==> src/rtl/pfa_pkg.sv <==
// pfa_pkg: shared types and codes for the partition fit allocator
// used by pfa_ctrl, pfa_dp and partition_fit_allocator; no dependencies
package pfa_pkg;

    localparam int CMD_W     = 2;
    localparam int BIDX_W    = 5;
    localparam int PSIZE_W   = 16;
    localparam int STATUS_W  = 2;
    localparam int BCNT_W    = 6;
    localparam int S_TDATA_W = 24;
    localparam int M_TDATA_W = 40;

    localparam logic [CMD_W-1:0] CMD_LOAD  = 2'd0;
    localparam logic [CMD_W-1:0] CMD_FIRST = 2'd1;
    localparam logic [CMD_W-1:0] CMD_BEST  = 2'd2;
    localparam logic [CMD_W-1:0] CMD_WORST = 2'd3;

    localparam logic [STATUS_W-1:0] ST_ALLOC  = 2'd0;
    localparam logic [STATUS_W-1:0] ST_NOFIT  = 2'd1;
    localparam logic [STATUS_W-1:0] ST_LOADED = 2'd2;

    localparam logic [BCNT_W-1:0] BCNT_RESET = 6'd1;

    // controller to datapath
    typedef struct packed {
        logic latch_in;
        logic scan_rd;
        logic used_rd;
        logic commit;
    } pfa_cmd_t;

    // datapath to controller
    typedef struct packed {
        logic lim_zero;
        logic scan_last;
        logic out_free;
    } pfa_sts_t;

endpackage

==> src/rtl/partition_fit_allocator.sv <==
// partition_fit_allocator: fixed-partition allocator, first/best/worst fit
// depends on pfa_pkg, pfa_ctrl (sequencer) and pfa_dp (table and datapath)
//
//  channel  | direction | handshake              | payload
//  ---------+-----------+------------------------+------------------------------------
//  s_       | in        | s_tvalid / s_tready    | tuser: cmd; tdata: block_index, size
//  m_       | out       | m_tvalid / m_tready    | tuser: status; tdata: chosen_block,
//           |           |                        |        free_left, used_total
//  cfg_     | in        | cfg_valid / cfg_ready  | cfg_data: block_count
//
// load: accept, then commit
// allocate: accept, one table read per scanned entry, compare, used read, commit;
//   block_count capped at MAX_BLOCKS entries scanned; block_count 0 scans nothing
//   and goes from accept straight to commit; the single table read port sets
//   the pace of the scan
// reset: aresetn low clears control and the used-size valid bits; block_count = 1
// a finished result waits in the output register; a stalled m_ side holds only
//   the commit of the next request, not its acceptance or scan
module partition_fit_allocator #(
    parameter int MAX_BLOCKS = 32,
    parameter int SIZE_WIDTH = 16
) (
    input  logic                          aclk,
    input  logic                          aresetn,
    input  logic                          s_tvalid,
    output logic                          s_tready,
    input  logic [pfa_pkg::CMD_W-1:0]     s_tuser,   // [1:0] cmd
    input  logic [pfa_pkg::S_TDATA_W-1:0] s_tdata,   // [4:0] block_index, [20:5] size
    output logic                          m_tvalid,
    input  logic                          m_tready,
    output logic [pfa_pkg::STATUS_W-1:0]  m_tuser,   // [1:0] status
    output logic [pfa_pkg::M_TDATA_W-1:0] m_tdata,   // [4:0] chosen_block,
                                                     // [20:5] free_left, [36:21] used_total
    input  logic                          cfg_valid,
    output logic                          cfg_ready,
    input  logic [pfa_pkg::BCNT_W-1:0]    cfg_data
);

    pfa_pkg::pfa_cmd_t cmd;
    pfa_pkg::pfa_sts_t sts;
    logic              is_load;

    assign cfg_ready = 1'b1;
    assign is_load   = (s_tuser == pfa_pkg::CMD_LOAD);

    pfa_ctrl u_ctrl (
        .aclk       (aclk),
        .aresetn    (aresetn),
        .in_valid   (s_tvalid),
        .in_is_load (is_load),
        .in_ready   (s_tready),
        .sts        (sts),
        .cmd        (cmd)
    );

    pfa_dp #(
        .MAX_BLOCKS (MAX_BLOCKS),
        .SIZE_WIDTH (SIZE_WIDTH)
    ) u_dp (
        .aclk      (aclk),
        .aresetn   (aresetn),
        .cmd       (cmd),
        .sts       (sts),
        .s_tuser   (s_tuser),
        .s_tdata   (s_tdata),
        .cfg_valid (cfg_valid),
        .cfg_data  (cfg_data),
        .m_tready  (m_tready),
        .m_tvalid  (m_tvalid),
        .m_tuser   (m_tuser),
        .m_tdata   (m_tdata)
    );

endmodule

==> src/rtl/pfa_ctrl.sv <==
// pfa_ctrl: sequencer for load and allocate requests
// depends on pfa_pkg; drives pfa_dp through pfa_cmd_t and reads pfa_sts_t
module pfa_ctrl (
    input  logic             aclk,
    input  logic             aresetn,
    input  logic             in_valid,
    input  logic             in_is_load,
    output logic             in_ready,
    input  pfa_pkg::pfa_sts_t sts,
    output pfa_pkg::pfa_cmd_t cmd
);

    localparam logic [2:0] S_IDLE   = 3'd0;
    localparam logic [2:0] S_SCAN   = 3'd1;
    localparam logic [2:0] S_FIN    = 3'd2;
    localparam logic [2:0] S_RDU    = 3'd3;
    localparam logic [2:0] S_COMMIT = 3'd4;

    logic [2:0] state_reg;
    logic [2:0] state_next;

    always_ff @(posedge aclk) begin
        if (!aresetn) begin
            state_reg <= S_IDLE;
        end else begin
            state_reg <= state_next;
        end
    end

    always_comb begin
        state_next   = state_reg;
        cmd          = '0;
        in_ready     = 1'b0;
        case (state_reg)
            S_IDLE: begin
                in_ready = 1'b1;
                if (in_valid) begin
                    cmd.latch_in = 1'b1;
                    // zero block count or load: straight to the result
                    if (in_is_load || sts.lim_zero) begin
                        state_next = S_COMMIT;
                    end else begin
                        state_next = S_SCAN;
                    end
                end
            end
            S_SCAN: begin
                cmd.scan_rd = 1'b1;
                if (sts.scan_last) begin
                    state_next = S_FIN;
                end
            end
            S_FIN: begin
                // last compare lands this cycle
                state_next = S_RDU;
            end
            S_RDU: begin
                cmd.used_rd = 1'b1;
                state_next  = S_COMMIT;
            end
            S_COMMIT: begin
                if (sts.out_free) begin
                    cmd.commit = 1'b1;
                    state_next = S_IDLE;
                end
            end
            default: begin
                state_next = S_IDLE;
            end
        endcase
    end

    a_busy_after_accept: assert property (@(posedge aclk) disable iff (!aresetn)
        (in_valid && in_ready) |=> !in_ready)
        else $error("input taken while a request is in flight");

    a_cmd_onehot: assert property (@(posedge aclk) disable iff (!aresetn)
        $onehot0({cmd.latch_in, cmd.scan_rd, cmd.used_rd, cmd.commit}))
        else $error("more than one datapath command at once");

    a_no_empty_scan: assert property (@(posedge aclk) disable iff (!aresetn)
        (state_reg == S_SCAN) |-> !sts.lim_zero)
        else $error("scan running over an empty table");

    a_scan_ends: assert property (@(posedge aclk) disable iff (!aresetn)
        (state_reg == S_SCAN && sts.scan_last) |=> (state_reg == S_FIN))
        else $error("scan did not stop at the last entry");

endmodule

==> src/rtl/pfa_dp.sv <==
// pfa_dp: partition table memories, scan compare, write-back and result register
// depends on pfa_pkg; sequenced by pfa_ctrl
module pfa_dp #(
    parameter int MAX_BLOCKS = 32,
    parameter int SIZE_WIDTH = 16
) (
    input  logic                             aclk,
    input  logic                             aresetn,
    input  pfa_pkg::pfa_cmd_t                cmd,
    output pfa_pkg::pfa_sts_t                sts,
    input  logic [pfa_pkg::CMD_W-1:0]        s_tuser,
    input  logic [pfa_pkg::S_TDATA_W-1:0]    s_tdata,
    input  logic                             cfg_valid,
    input  logic [pfa_pkg::BCNT_W-1:0]       cfg_data,
    input  logic                             m_tready,
    output logic                             m_tvalid,
    output logic [pfa_pkg::STATUS_W-1:0]     m_tuser,
    output logic [pfa_pkg::M_TDATA_W-1:0]    m_tdata
);

    localparam int IDX_W = $clog2(MAX_BLOCKS);
    localparam int CNT_W = $clog2(MAX_BLOCKS + 1);

    logic [pfa_pkg::BCNT_W-1:0]   bcnt_reg;
    logic [pfa_pkg::CMD_W-1:0]    cmd_reg;
    logic [pfa_pkg::BIDX_W-1:0]   idx_reg;
    logic [SIZE_WIDTH-1:0]        sz_reg;
    logic [CNT_W-1:0]             scan_reg;
    logic                         rd_vld_reg;
    logic [IDX_W-1:0]             rd_addr_reg;
    logic [SIZE_WIDTH-1:0]        free_rd_reg;
    logic [SIZE_WIDTH-1:0]        best_reg;
    logic [IDX_W-1:0]             pick_reg;
    logic                         found_reg;
    logic [SIZE_WIDTH-1:0]        used_rd_reg;
    logic                         used_hit_reg;
    logic [MAX_BLOCKS-1:0]        used_vld_reg;
    logic                         m_tvalid_reg;
    logic [pfa_pkg::STATUS_W-1:0] m_tuser_reg;
    logic [pfa_pkg::M_TDATA_W-1:0] m_tdata_reg;

    logic [SIZE_WIDTH-1:0] free_mem [MAX_BLOCKS];
    logic [SIZE_WIDTH-1:0] used_mem [MAX_BLOCKS];

    logic [CNT_W-1:0]       lim;
    logic                   ge;
    logic                   take;
    logic                   ld;
    logic                   idx_ok;
    logic                   fit;
    logic [SIZE_WIDTH-1:0]  used_cur;
    logic [SIZE_WIDTH:0]    used_sum;
    logic [SIZE_WIDTH-1:0]  used_new;
    logic [SIZE_WIDTH-1:0]  free_new;
    logic                   wr_en;
    logic [IDX_W-1:0]       wr_addr;
    logic [SIZE_WIDTH-1:0]  wr_free;
    logic [SIZE_WIDTH-1:0]  wr_used;
    logic [pfa_pkg::STATUS_W-1:0] res_status;
    logic [pfa_pkg::BIDX_W-1:0]   res_block;
    logic [pfa_pkg::PSIZE_W-1:0]  res_free;
    logic [pfa_pkg::PSIZE_W-1:0]  res_used;

    // block count saturates at the table depth
    assign lim = (32'(bcnt_reg) > 32'(MAX_BLOCKS)) ? CNT_W'(MAX_BLOCKS) : CNT_W'(bcnt_reg);

    assign sts.lim_zero  = (lim == '0);
    assign sts.scan_last = (scan_reg == lim - CNT_W'(1));
    assign sts.out_free  = !m_tvalid_reg || m_tready;

    always_ff @(posedge aclk) begin
        if (!aresetn) begin
            bcnt_reg <= pfa_pkg::BCNT_RESET;
        end else if (cfg_valid) begin
            bcnt_reg <= cfg_data;
        end
    end

    always_ff @(posedge aclk) begin
        if (cmd.latch_in) begin
            cmd_reg <= s_tuser;
            idx_reg <= s_tdata[pfa_pkg::BIDX_W-1:0];
            sz_reg  <= SIZE_WIDTH'(s_tdata[pfa_pkg::BIDX_W +: pfa_pkg::PSIZE_W]);
        end
    end

    // scan: one table read per cycle, compared in the cycle after the read
    always_ff @(posedge aclk) begin
        if (cmd.latch_in) begin
            scan_reg <= '0;
        end else if (cmd.scan_rd) begin
            scan_reg <= scan_reg + CNT_W'(1);
        end
    end

    always_ff @(posedge aclk) begin
        if (!aresetn) begin
            rd_vld_reg <= 1'b0;
        end else begin
            rd_vld_reg <= cmd.scan_rd;
        end
    end

    always_ff @(posedge aclk) begin
        if (cmd.scan_rd) begin
            free_rd_reg <= free_mem[IDX_W'(scan_reg)];
            rd_addr_reg <= IDX_W'(scan_reg);
        end
        if (wr_en) begin
            free_mem[wr_addr] <= wr_free;
        end
    end

    assign ge = (free_rd_reg >= sz_reg);

    always_comb begin
        case (cmd_reg)
            pfa_pkg::CMD_FIRST: take = ge && !found_reg;
            pfa_pkg::CMD_BEST:  take = ge && (!found_reg || free_rd_reg < best_reg);
            pfa_pkg::CMD_WORST: take = !found_reg || free_rd_reg >= best_reg;
            default:            take = 1'b0;
        endcase
    end

    always_ff @(posedge aclk) begin
        if (!aresetn) begin
            found_reg <= 1'b0;
        end else if (cmd.latch_in) begin
            found_reg <= 1'b0;
        end else if (rd_vld_reg && take) begin
            found_reg <= 1'b1;
        end
    end

    always_ff @(posedge aclk) begin
        if (rd_vld_reg && take) begin
            best_reg <= free_rd_reg;
            pick_reg <= rd_addr_reg;
        end
    end

    // used sizes: entries never loaded read as zero
    always_ff @(posedge aclk) begin
        if (cmd.used_rd) begin
            used_rd_reg  <= used_mem[pick_reg];
            used_hit_reg <= used_vld_reg[pick_reg];
        end
        if (wr_en) begin
            used_mem[wr_addr] <= wr_used;
        end
    end

    always_ff @(posedge aclk) begin
        if (!aresetn) begin
            used_vld_reg <= '0;
        end else if (wr_en) begin
            used_vld_reg[wr_addr] <= 1'b1;
        end
    end

    assign ld       = (cmd_reg == pfa_pkg::CMD_LOAD);
    assign idx_ok   = (32'(idx_reg) < 32'(MAX_BLOCKS));
    assign fit      = found_reg && (best_reg >= sz_reg);
    assign used_cur = used_hit_reg ? used_rd_reg : '0;
    assign used_sum = {1'b0, used_cur} + {1'b0, sz_reg};
    assign used_new = used_sum[SIZE_WIDTH] ? '1 : used_sum[SIZE_WIDTH-1:0];
    assign free_new = best_reg - sz_reg;

    assign wr_en   = cmd.commit && (ld ? idx_ok : fit);
    assign wr_addr = ld ? IDX_W'(idx_reg) : pick_reg;
    assign wr_free = ld ? sz_reg : free_new;
    assign wr_used = ld ? '0 : used_new;

    always_comb begin
        if (ld) begin
            res_status = pfa_pkg::ST_LOADED;
            res_block  = idx_reg;
            res_free   = idx_ok ? pfa_pkg::PSIZE_W'(sz_reg) : '0;
            res_used   = '0;
        end else if (fit) begin
            res_status = pfa_pkg::ST_ALLOC;
            res_block  = pfa_pkg::BIDX_W'(pick_reg);
            res_free   = pfa_pkg::PSIZE_W'(free_new);
            res_used   = pfa_pkg::PSIZE_W'(used_new);
        end else begin
            res_status = pfa_pkg::ST_NOFIT;
            res_block  = '0;
            res_free   = '0;
            res_used   = '0;
        end
    end

    always_ff @(posedge aclk) begin
        if (!aresetn) begin
            m_tvalid_reg <= 1'b0;
        end else if (cmd.commit) begin
            m_tvalid_reg <= 1'b1;
        end else if (m_tready) begin
            m_tvalid_reg <= 1'b0;
        end
    end

    always_ff @(posedge aclk) begin
        if (cmd.commit) begin
            m_tuser_reg <= res_status;
            m_tdata_reg <= {3'b000, res_used, res_free, res_block};
        end
    end

    assign m_tvalid = m_tvalid_reg;
    assign m_tuser  = m_tuser_reg;
    assign m_tdata  = m_tdata_reg;

    a_commit_slot_free: assert property (@(posedge aclk) disable iff (!aresetn)
        cmd.commit |-> sts.out_free)
        else $error("result overwrote a beat not yet taken");

    a_commit_shows: assert property (@(posedge aclk) disable iff (!aresetn)
        cmd.commit |=> m_tvalid_reg)
        else $error("committed result not presented");

    a_alloc_no_overdraw: assert property (@(posedge aclk) disable iff (!aresetn)
        (cmd.commit && !ld && fit) |-> (free_new <= best_reg))
        else $error("allocation grew the free size");

endmodule

==> config.mk <==
export PLATFORM = sky130hd
export DESIGN_NAME = partition_fit_allocator
export DESIGN_NICKNAME = d
export VERILOG_FILES = /design/src/rtl/pfa_pkg.sv /design/src/rtl/partition_fit_allocator.sv /design/src/rtl/pfa_ctrl.sv /design/src/rtl/pfa_dp.sv
export SDC_FILE = /design/constraint.sdc
export NUM_CORES = 1
export LEC_CHECK = 0
export ABC_AREA = 1
export BUFFER_PORTS_ARGS = -buffer_cell sky130_fd_sc_hd__buf_2
export CORE_UTILIZATION = 50
export DETAILED_ROUTE_END_ITERATION = 8
export HOLD_SLACK_MARGIN = 0.03
export PLACE_DENSITY = 0.68
export SETUP_SLACK_MARGIN = 0.05
export SLEW_MARGIN = 20
export SYNTH_ARGS = -nofsm -noshare
export SYNTH_HDL_FRONTEND = slang
export SYNTH_SLANG_ARGS = --single-unit
==> constraint.sdc <==
create_clock -name aclk -period 7 [get_ports aclk]
set_input_delay 1.05 -clock aclk [delete_from_list [all_inputs] [get_ports aclk]]
set_output_delay 1.05 -clock aclk [all_outputs]
set_load 0.02 [all_outputs]
# After elaboration in Yosys (flattened, before gate mapping)
# Memories as Yosys holds them, arrays and structs flattened. A register that Yosys moved wholly into a read port is not among the register bits.
# Index checks and enable logic that the tools add are counted.
# classes
n_addsub,4
magnitude_cmp,8
eq_ne,11
n_mux,33
n_bitwise,3
reduce_logical,20
# op_table
op,n
2-to-1 mux 16 bit,6
>= comparator 16 bit,3
bitwise OR 32 bit,1
adder 16 x 16 -> 17 bit,1
< comparator 16 bit,1
subtractor 16 bit,1
2-to-1 mux 1 bit,15
2-to-1 mux 5 bit,3
one-hot mux 3 bit (5 select lines),1
< comparator 5 x 6 -> 1 bit (second input constant),2
2-to-1 mux 3 bit,4
adder 6 x 1 -> 6 bit (second input constant),1
equality test 3 x 2 -> 1 bit (second input constant),2
equality test 6 bit,1
greater-than comparator 6 bit (second input constant),1
logical AND 1 bit,6
logical NOT 6 bit,1
2-to-1 mux 6 bit,1
inequality test 2 bit (second input constant),3
subtractor 6 x 1 -> 6 bit (second input constant),1
binary-select mux 1 bit (select 5 bit),1
demux 1 bit (select 5 bit),1
>= comparator 5 x 1 -> 1 bit (second input constant),1
equality test 2 bit (second input constant),2
12 further kinds,19
# totals
regBits,139
ram_bits,1024
input_bits,37
out_inout_bits,45
word_cells,98
memories,2
# memory_table
memory,depth,width,read_ports,rd_clocked_by_memory_dff,write_ports,line,rtl
u_dp.free_mem,32,16,1,1,1,pfa_dp.sv:42,logic [SIZE_WIDTH-1:0] free_mem [MAX_BLOCKS];
u_dp.used_mem,32,16,1,1,1,pfa_dp.sv:43,logic [SIZE_WIDTH-1:0] used_mem [MAX_BLOCKS];

# Logic depth before layout (Yosys ltp)
# Gate-level depths: netlist (run 1).
# depth
ltp_word,7
ltp_mapped,16
ltp_nobuf,16

# Modules after synthesis
# A second synthesis (run 1) with hierarchy kept.
# hier_totals
hier_cells,3944
area_unflattened_um2,49444.9
# by_module_without_submodules
mod,instances,cells_per_inst,area_per_inst_um2,seq_area_each_um2
pfa_dp,1,3903,49189.7,35323.9
pfa_ctrl,1,38,240.2,60.1
partition_fit_allocator,1,3,15.0,0.0

# Least setup slack after synthesis (run 1)
# OpenSTA, ideal clock, no wires.
# synth_timing
kind,register -> register
from,reg u_dp.sz_reg[2]
to,mem u_dp.free_mem[0][15] (data pin)
setup_ps,454
t_arrival_ps,2889
required_ps,6546
slack_ps,3657
stages_incl_launch_ff,11
path_buffers,0
synth_period_minus_slack_ps,3343
path_cell_list,edfxtp_1 -> inv_1 -> ha_1 -> a21oi_1 -> nand2_1 -> a21oi_1 -> o21ai_0 -> nand2_1 -> nand2_1 -> xnor2_1 -> o21ai_0
# synth_between
elab_chain_len,2
# synth_lines
item,line,rtl
from (decl),pfa_dp.sv:27,logic [SIZE_WIDTH-1:0] sz_reg;
from (signal assigned),pfa_dp.sv:83,sz_reg <= SIZE_WIDTH'(s_tdata[pfa_pkg::BIDX_W +: pfa_pkg::PSIZE_W]);
subtractor 16 bit,pfa_dp.sv:167,assign free_new = best_reg - sz_reg;
2-to-1 mux 16 bit,pfa_dp.sv:171,assign wr_free = ld ? sz_reg : free_new;
via u_dp.wr_free[15],pfa_dp.sv:57,logic [SIZE_WIDTH-1:0] wr_free;
to (decl),pfa_dp.sv:42,
# The timed path passes the listed nets, and every way through them passes these cells.

# Final worst setup path (run 1)
# layout_timing
from,reg u_dp.used_hit_reg
to,mem u_dp.used_mem[24][3] (data pin)
# layout_between
elab_chain_len,4
# layout_lines
item,line,rtl
from (decl),pfa_dp.sv:36,logic used_hit_reg;
from (signal assigned),pfa_dp.sv:146,used_hit_reg <= used_vld_reg[pick_reg];
2-to-1 mux 16 bit,pfa_dp.sv:164,assign used_cur = used_hit_reg ? used_rd_reg : '0;
adder 16 x 16 -> 17 bit,pfa_dp.sv:165,"assign used_sum = {1'b0, used_cur} + {1'b0, sz_reg};"
2-to-1 mux 16 bit,pfa_dp.sv:166,assign used_new = used_sum[SIZE_WIDTH] ? '1 : used_sum[SIZE_WIDTH-1:0];
2-to-1 mux 16 bit,pfa_dp.sv:172,assign wr_used = ld ? '0 : used_new;
via u_dp.wr_used[3],pfa_dp.sv:58,logic [SIZE_WIDTH-1:0] wr_used;
to (decl),pfa_dp.sv:43,
# The timed path passes the listed nets, and every way through them passes these cells.

==> flow_summary.toml, run 1 <==
[outcome]
status = "finished clean"

[setup_path]
crit_required_ns = 7.26
cp-end-kind = "register"
cp.arrival_ns = 4.62
critical_path_class = "reg -> reg"
crit_fanout = 32
cp-start-kind = "register"

[synth]
synth_top_family_by_area = "compound AO/OA/AOI/OAI gates"
synth_edf_count = 1145
synthAdderAreaFrac_pct = 1.86
syn_avg_cell_area_um2 = 12.6
synth-compound-area-share_pct = 12.7
synth_ff_type = "edfxtp_1"
ys_ff_latch = 1195
synth_top_area_share_pct = 69.8
synthDistinctLibCells = 51
synth_area_mm2 = 0.0493
yosys.area_share.simple_pct = 9.26
synth-xor-area-share_pct = 0.391
netlist_instances = 3921
synthTopCellsByCount = "1145 x edfxtp_1, 671 x nor2_1, 592 x o21ai_0, 241 x nand2_1, 219 x inv_1"
yosysMostFrequentCell = "edfxtp_1"
ys_warn_count = 0
seq_area_frac_synth_pct = 71.8
muxShareOfSynthArea_pct = 0
yosysTopAreaCell = "edfxtp_1"
synth.area.top_cells = "edfxtp_1 70%, o21ai_0 6.0%, nor2_1 5.1%, o221ai_1 2.8%, dfxtp_1 2.0%"
async_reset_ff_share_pct = 0

[grt]
grt_pass1_vias = 29953
grt_overflow_total = 0
grt_pass1_wl_um = 193000
grt_max_degree = 138
antenna_found_initial = 2
grt_use_total_pct = 26.5

[floorplan]
start_util_pct = 50.7
die_area_mm2 = 0.0998
die-height_um = 316
top_level_ports = 82
core_area_mm2 = 0.0971
die_x_um = 316
rows = 114

[routing]
drt_wl_total_um = 133000
via_count = 32491
drtIter0Drc = 4387
drt-wirelength-per-cell_um = 25.1
ant_nets = 0
dr.pass1.iters = 6
via_per_inst = 6.10
drc = 0

[clocking]
cts_resized = 0
postCtsSetupRepairBufs = 0
cts_buffer_depth = 3
clk_pin_slew_ns = 0.07
h-tree-depth = 3
hold_buffers = 0
cts_tree = "yes"
clkSinkCount = 1195
clock-root-buffer = "clkbuf_16"
cts_buffers = 112
insertion_delay_ns = 0.71

[cells_and_area]
syn2layout_area_growth_pct = 10.8
final_layout_size_suffix_gt1_share_pct = 10.8
fillers = 7753
antennaDiodeCount = 0
fin_nets = 4058
stdcell_area_mm2 = 0.0546

[timing]
worst_slew_pin_slew_ns = 1.11
setup_tns_ns = 0
max-slew-margin-rel_pct = 26.1
maxSlewViolCount = 0
finalCriticalPeriod_ns = 4.36
fin_crit_sh_pct = 62.3
rsz0062_at_grt = "no"
fmax_mhz = 229
skew_ns = 0.0282
finalSetupViolCount = 0
finalHoldViolCount = 0

[placement]
port-buffer-count = 74
hpwl_um = 68500
placed_cell_area_mm2 = 0.0509
gp_congestion = 0.941

[pwr]
power-per-cell-area_mw_per_mm2 = 328
total_leakage_power_uw = 0.0184
peakVddDrop_uv = 206

[min_path]
hold_class = "reg -> reg"

[flow_run]
maxCapViolCount = 0
==> through the flow <==
stage / worst slack, ns / instances / total power (uW) / utilization (%) / hold slack [ns]
after floorplan: 3.66 / 3923 / 10900 / - / 0.400
after global placement: 2.84 / 5111 / 11900 / 52.4 / 0.408
after detailed placement: 2.79 / 5111 / 11900 / 52.4 / 0.407
after CTS: 2.85 / 5323 / 17900 / 56.2 / 0.413
after global routing: 2.41 / 5323 / 18500 / 56.2 / 0.431
final: 2.64 / 5323 / 17900 / 56.2 / 0.412
==> per-layer routing <==
layer | track usage, % | part of all wire [%]
met2 | 40.7 | 45
met3 | 4.22 | 11
met5 | 0 | 0
met4 | 9.43 | 3.4
met1 | 38.3 | 41
==> final cells by class <==
cell class | instances | area, um2 | area share, %
multi-input cells | 2256 | 12000 | 22.0
repair buffers | 155 | 1000 | 1.84
clock buffers | 132 | 2960 | 5.43
well taps | 1276 | 1600 | 2.93
clock inverters | 80 | 704 | 1.29
inverters | 229 | 876 | 1.61
flip-flops and latches | 1195 | 35400 | 64.9
==> cell families after synthesis <==
group           Yosys count
flops                  1195
simple gates           1091
compound gates         1067
buf+inv                 472
fa+ha+maj                72
xor+xnor                 22
other cells               2
==> worst max-delay path, cell delays in order, from the launching register on <==
cell	delay, ns
edfxtp_1	0.68
nand2_1	0.16
inv_1	0.05
ha_1	0.21
fa_1	0.45
nand3_1	0.11
nand2_1	0.12
a21boi_1	0.27
o21ai_2	0.11
nand3_1	0.10
nand2_2	0.22
o21ai_0	0.76
inv_1	0.66
==> power breakdown <==
| group | total [uW] | switching (uW) | internal, uW |
|---|---|---|---|
| Combinational | 3100 | 2320 | 780 |
| Clock | 6060 | 2670 | 3400 |
| Sequential | 8740 | 144 | 8590 |
==> worst paths after layout <==
| check | start | endpoint | slack (ns) | depth (start not counted) |
|---|---|---|---|---|
| setup / recovery | u_dp.used_hit_reg | u_dp.used_mem[24][3] | 2.64 | 12 |
| hold / removal | u_dp.rd_addr_reg[1] | u_dp.pick_reg[1] | 0.41 | 0 |
| setup reg to reg | u_dp.used_hit_reg | u_dp.used_mem[24][3] | 2.64 | 12 |
| hold reg to reg | u_dp.rd_addr_reg[1] | u_dp.pick_reg[1] | 0.41 | 0 |
==> cells in the final DEF (no fill, tap or decap), types with 13 or more instances in the layout <==
cell,count
edfxtp_1,1145
nor2_1,667
o21ai_0,581
nand2_1,238
inv_1,185
o221ai_1,155
clkbuf_16,114
a21oi_1,106
nand3_1,103
o22ai_1,102
buf_4,79
buf_2,74
ha_1,69
dfxtp_1,47
a31oi_1,36
inv_2,36
clkinv_1,32
nand3_2,29
o21ai_1,24
clkinv_2,24
nand4_1,18
xor2_1,16
o211ai_1,15
clkbuf_1,14
a22oi_1,13
(Power assumes the default switching activity.)
==> inputs of run 2 (changes only) <==
--- a/config.mk
+++ b/config.mk
@@ -5,7 +5,7 @@
 export SDC_FILE = /design/constraint.sdc
 export NUM_CORES = 1
 export LEC_CHECK = 0
-export ABC_AREA = 1
+export ABC_AREA = 0
 export BUFFER_PORTS_ARGS = -buffer_cell sky130_fd_sc_hd__buf_2
 export CORE_UTILIZATION = 50
 export DETAILED_ROUTE_END_ITERATION = 8
==> constraint.sdc (replaced) <==
create_clock -name aclk -period 4.4 [get_ports aclk]
set_input_delay 0.66 -clock aclk [delete_from_list [all_inputs] [get_ports aclk]]
set_output_delay 0.66 -clock aclk [all_outputs]
set_load 0.02 [all_outputs]
==> flow_summary.toml, run 2 <==
[clocking]
cts_resized = 0
hold_buffers = 0
h-tree-depth = 3
clkSinkCount = 1195
clock-root-buffer = "clkbuf_16"
cts_tree = "yes"
insertion_delay_ns = 0.71
clk_pin_slew_ns = 0.06
postCtsSetupRepairBufs = 0
cts_buffer_depth = 3
cts_buffers = 113

[setup_path]
crit_required_ns = 4.75
cp-end-kind = "register"
r2r_start = "u_dp.used_hit_reg"
critPathMaxStageDelay_ns = 0.59
cp.arrival_ns = 4.27
crit_chain = "and2_1, ha_1, fa_1, a21o_1, a22oi_1, a211oi_1, o21a_1, or3_1, a21oi_1, nor2_4"
rrSetupSlack_ns = 0.48
rr_worst_depth = 10
reg2reg_to = "u_dp.used_mem[3][12]"
cp-start-kind = "register"
critical_path_class = "reg -> reg"
crit_fanout = 32
crit_slowest_cell = "edfxtp_1"

[placement]
gp_congestion = 0.869
port-buffer-count = 74
placed_cell_area_mm2 = 0.0508
hpwl_um = 71700
dp_cells = 3736

[routing]
drt-wirelength-per-cell_um = 30.0
drt_wl_total_um = 118000
drtIter0Drc = 2994
ant_nets = 0
dr.pass1.iters = 5
via_per_inst = 6.21
via_count = 24519
drc = 0

[timing]
max-slew-margin-rel_pct = 25.9
finalHoldViolCount = 0
rsz0062_at_grt = "no"
maxSlewViolCount = 0
finalCriticalPeriod_ns = 3.92
setup_tns_ns = 0
skew_ns = 0.0384
fin_crit_sh_pct = 89.0
fmax_mhz = 255
worst_slew_pin_slew_ns = 1.11
finalSetupViolCount = 0

[synth]
synth_top_area_share_pct = 71.7
synth.area.top_cells = "edfxtp_1 72%, mux4_2 15%, dfxtp_1 2.1%, ha_1 1.8%, nand2_1 1.2%"
yosysTopAreaCell = "edfxtp_1"
synth_area_mm2 = 0.0480
ys_warn_count = 0
synthDistinctLibCells = 62
synth_edf_count = 1145
syn_avg_cell_area_um2 = 20.1
synthTopCellsByCount = "1145 x edfxtp_1, 330 x mux4_2, 159 x nand2_1, 87 x nor2_1, 70 x ha_1"
async_reset_ff_share_pct = 0
seq_area_frac_synth_pct = 73.7
ys_ff_latch = 1195
yosysMostFrequentCell = "edfxtp_1"
netlist_instances = 2386
synth_ff_type = "edfxtp_1"

[grt]
grt_use_total_pct = 24.7
grt_max_degree = 139
antenna_found_initial = 1
grt_pass1_vias = 24962
grt_pass1_wl_um = 172000
grt_overflow_total = 0

[min_path]
hold_class = "in -> reg"
holdPathEnd = "u_dp.sz_reg[6]"
whs_path_depth = 1
min_from = "s_tdata[11]"

[floorplan]
rows = 113
core_area_mm2 = 0.0950
start_util_pct = 50.5
die_x_um = 312
die-height_um = 312
top_level_ports = 82
die_area_mm2 = 0.0972

[cells_and_area]
mostFrequentLayoutCells = "1145 x edfxtp_1, 330 x mux4_2, 159 x nand2_1, 116 x buf_4, 113 x clkbuf_16"
finalNonFillerCells = 3951
syn2layout_area_growth_pct = 13.4
fin_nets = 2695
layout_commonest_cell = "edfxtp_1"
stdcell_area_mm2 = 0.0544
fillers = 6960
final_layout_size_suffix_gt1_share_pct = 28.1

[pwr]
power-per-cell-area_mw_per_mm2 = 491
peakVddDrop_uv = 317
total_leakage_power_uw = 0.0180

[outcome]
status = "finished clean"

[flow_run]
maxCapViolCount = 0
run 2: cell type report:
class / instances / area (um2) / share of cell area (%)
multi-input combinational: 1028 / 12200 / 22.5
timing repair buffer: 197 / 1380 / 2.54
tap: 1265 / 1580 / 2.91
clock inverter: 61 / 597 / 1.10
clock buffer: 151 / 3020 / 5.55
antenna: 3 / 7.51 / 0.0138
sequential: 1195 / 35400 / 65.1
inverter: 51 / 191 / 0.352
run 2: through the flow:
stage	total power [uW]	hold WS, ns	setup slack [ns]	util [%]
2_1_floorplan	16200	0.400	-0.161	-
3_3_place_gp	17400	0.403	0.477	53.4
3_5_place_dp	17500	0.405	0.284	53.4
4_1_cts	26900	0.0931	0.254	57.2
5_1_grt	27600	0.109	0.293	57.3
6_report	26700	0.131	0.483	57.3
run 2: worst max-delay path: cells and delay by family (launching register included):
family	cells	cell delay [ns]
AO/OA/AOI/OAI	5	1.45
adder cells (fa/ha/maj)	2	0.67
flip-flops	1	0.59
AND/OR/NAND/NOR	3	0.84
run 2: report_power, final:
part	switching (uW)	leakage, uW	internal [uW]
sequential	264	0.0107	13300
combinational	2180	0.00548	1520
clock	4160	0.00175	5320
total	6600	0.0180	20100
run 2: kinds of logic (layout without fill, tap and decap cells):
logic type / Yosys count / after routing / share of synthesized area [%]
buf+inv: 165 / 460 / 1.48
compound gates: 200 / 200 / 2.72
flops: 1195 / 1195 / 73.7
xor+xnor: 32 / 32 / 0.584
mux: 340 / 340 / 15.7
other cells: 2 / 7 / 0.0157
fa+ha+maj: 72 / 72 / 1.91
simple gates: 380 / 380 / 3.86
run 2: how the worst max path moves through the flow:
stage / from / endpoint / cells after the start
after global placement: u_dp.used_hit_reg / u_dp.used_mem[14][12] / 10
after CTS: u_dp.used_hit_reg / u_dp.used_mem[3][12] / 9
after floorplan: u_ctrl.state_reg[2] / u_dp.free_mem[0][0] / 4
after global routing: u_dp.used_hit_reg / u_dp.used_mem[17][12] / 9
after detailed placement: u_dp.used_hit_reg / u_dp.used_mem[4][12] / 9
final: u_dp.used_hit_reg / u_dp.used_mem[3][12] / 10
run 2: per-layer routing:
layer,up-vias,routed length (um),global-route usage (%)
met4,0,2950,7.16
met3,171,10200,4.37
met1,12989,46600,34.3
met2,1177,58800,40.3
li1,10182,-,-
met5,-,0,0
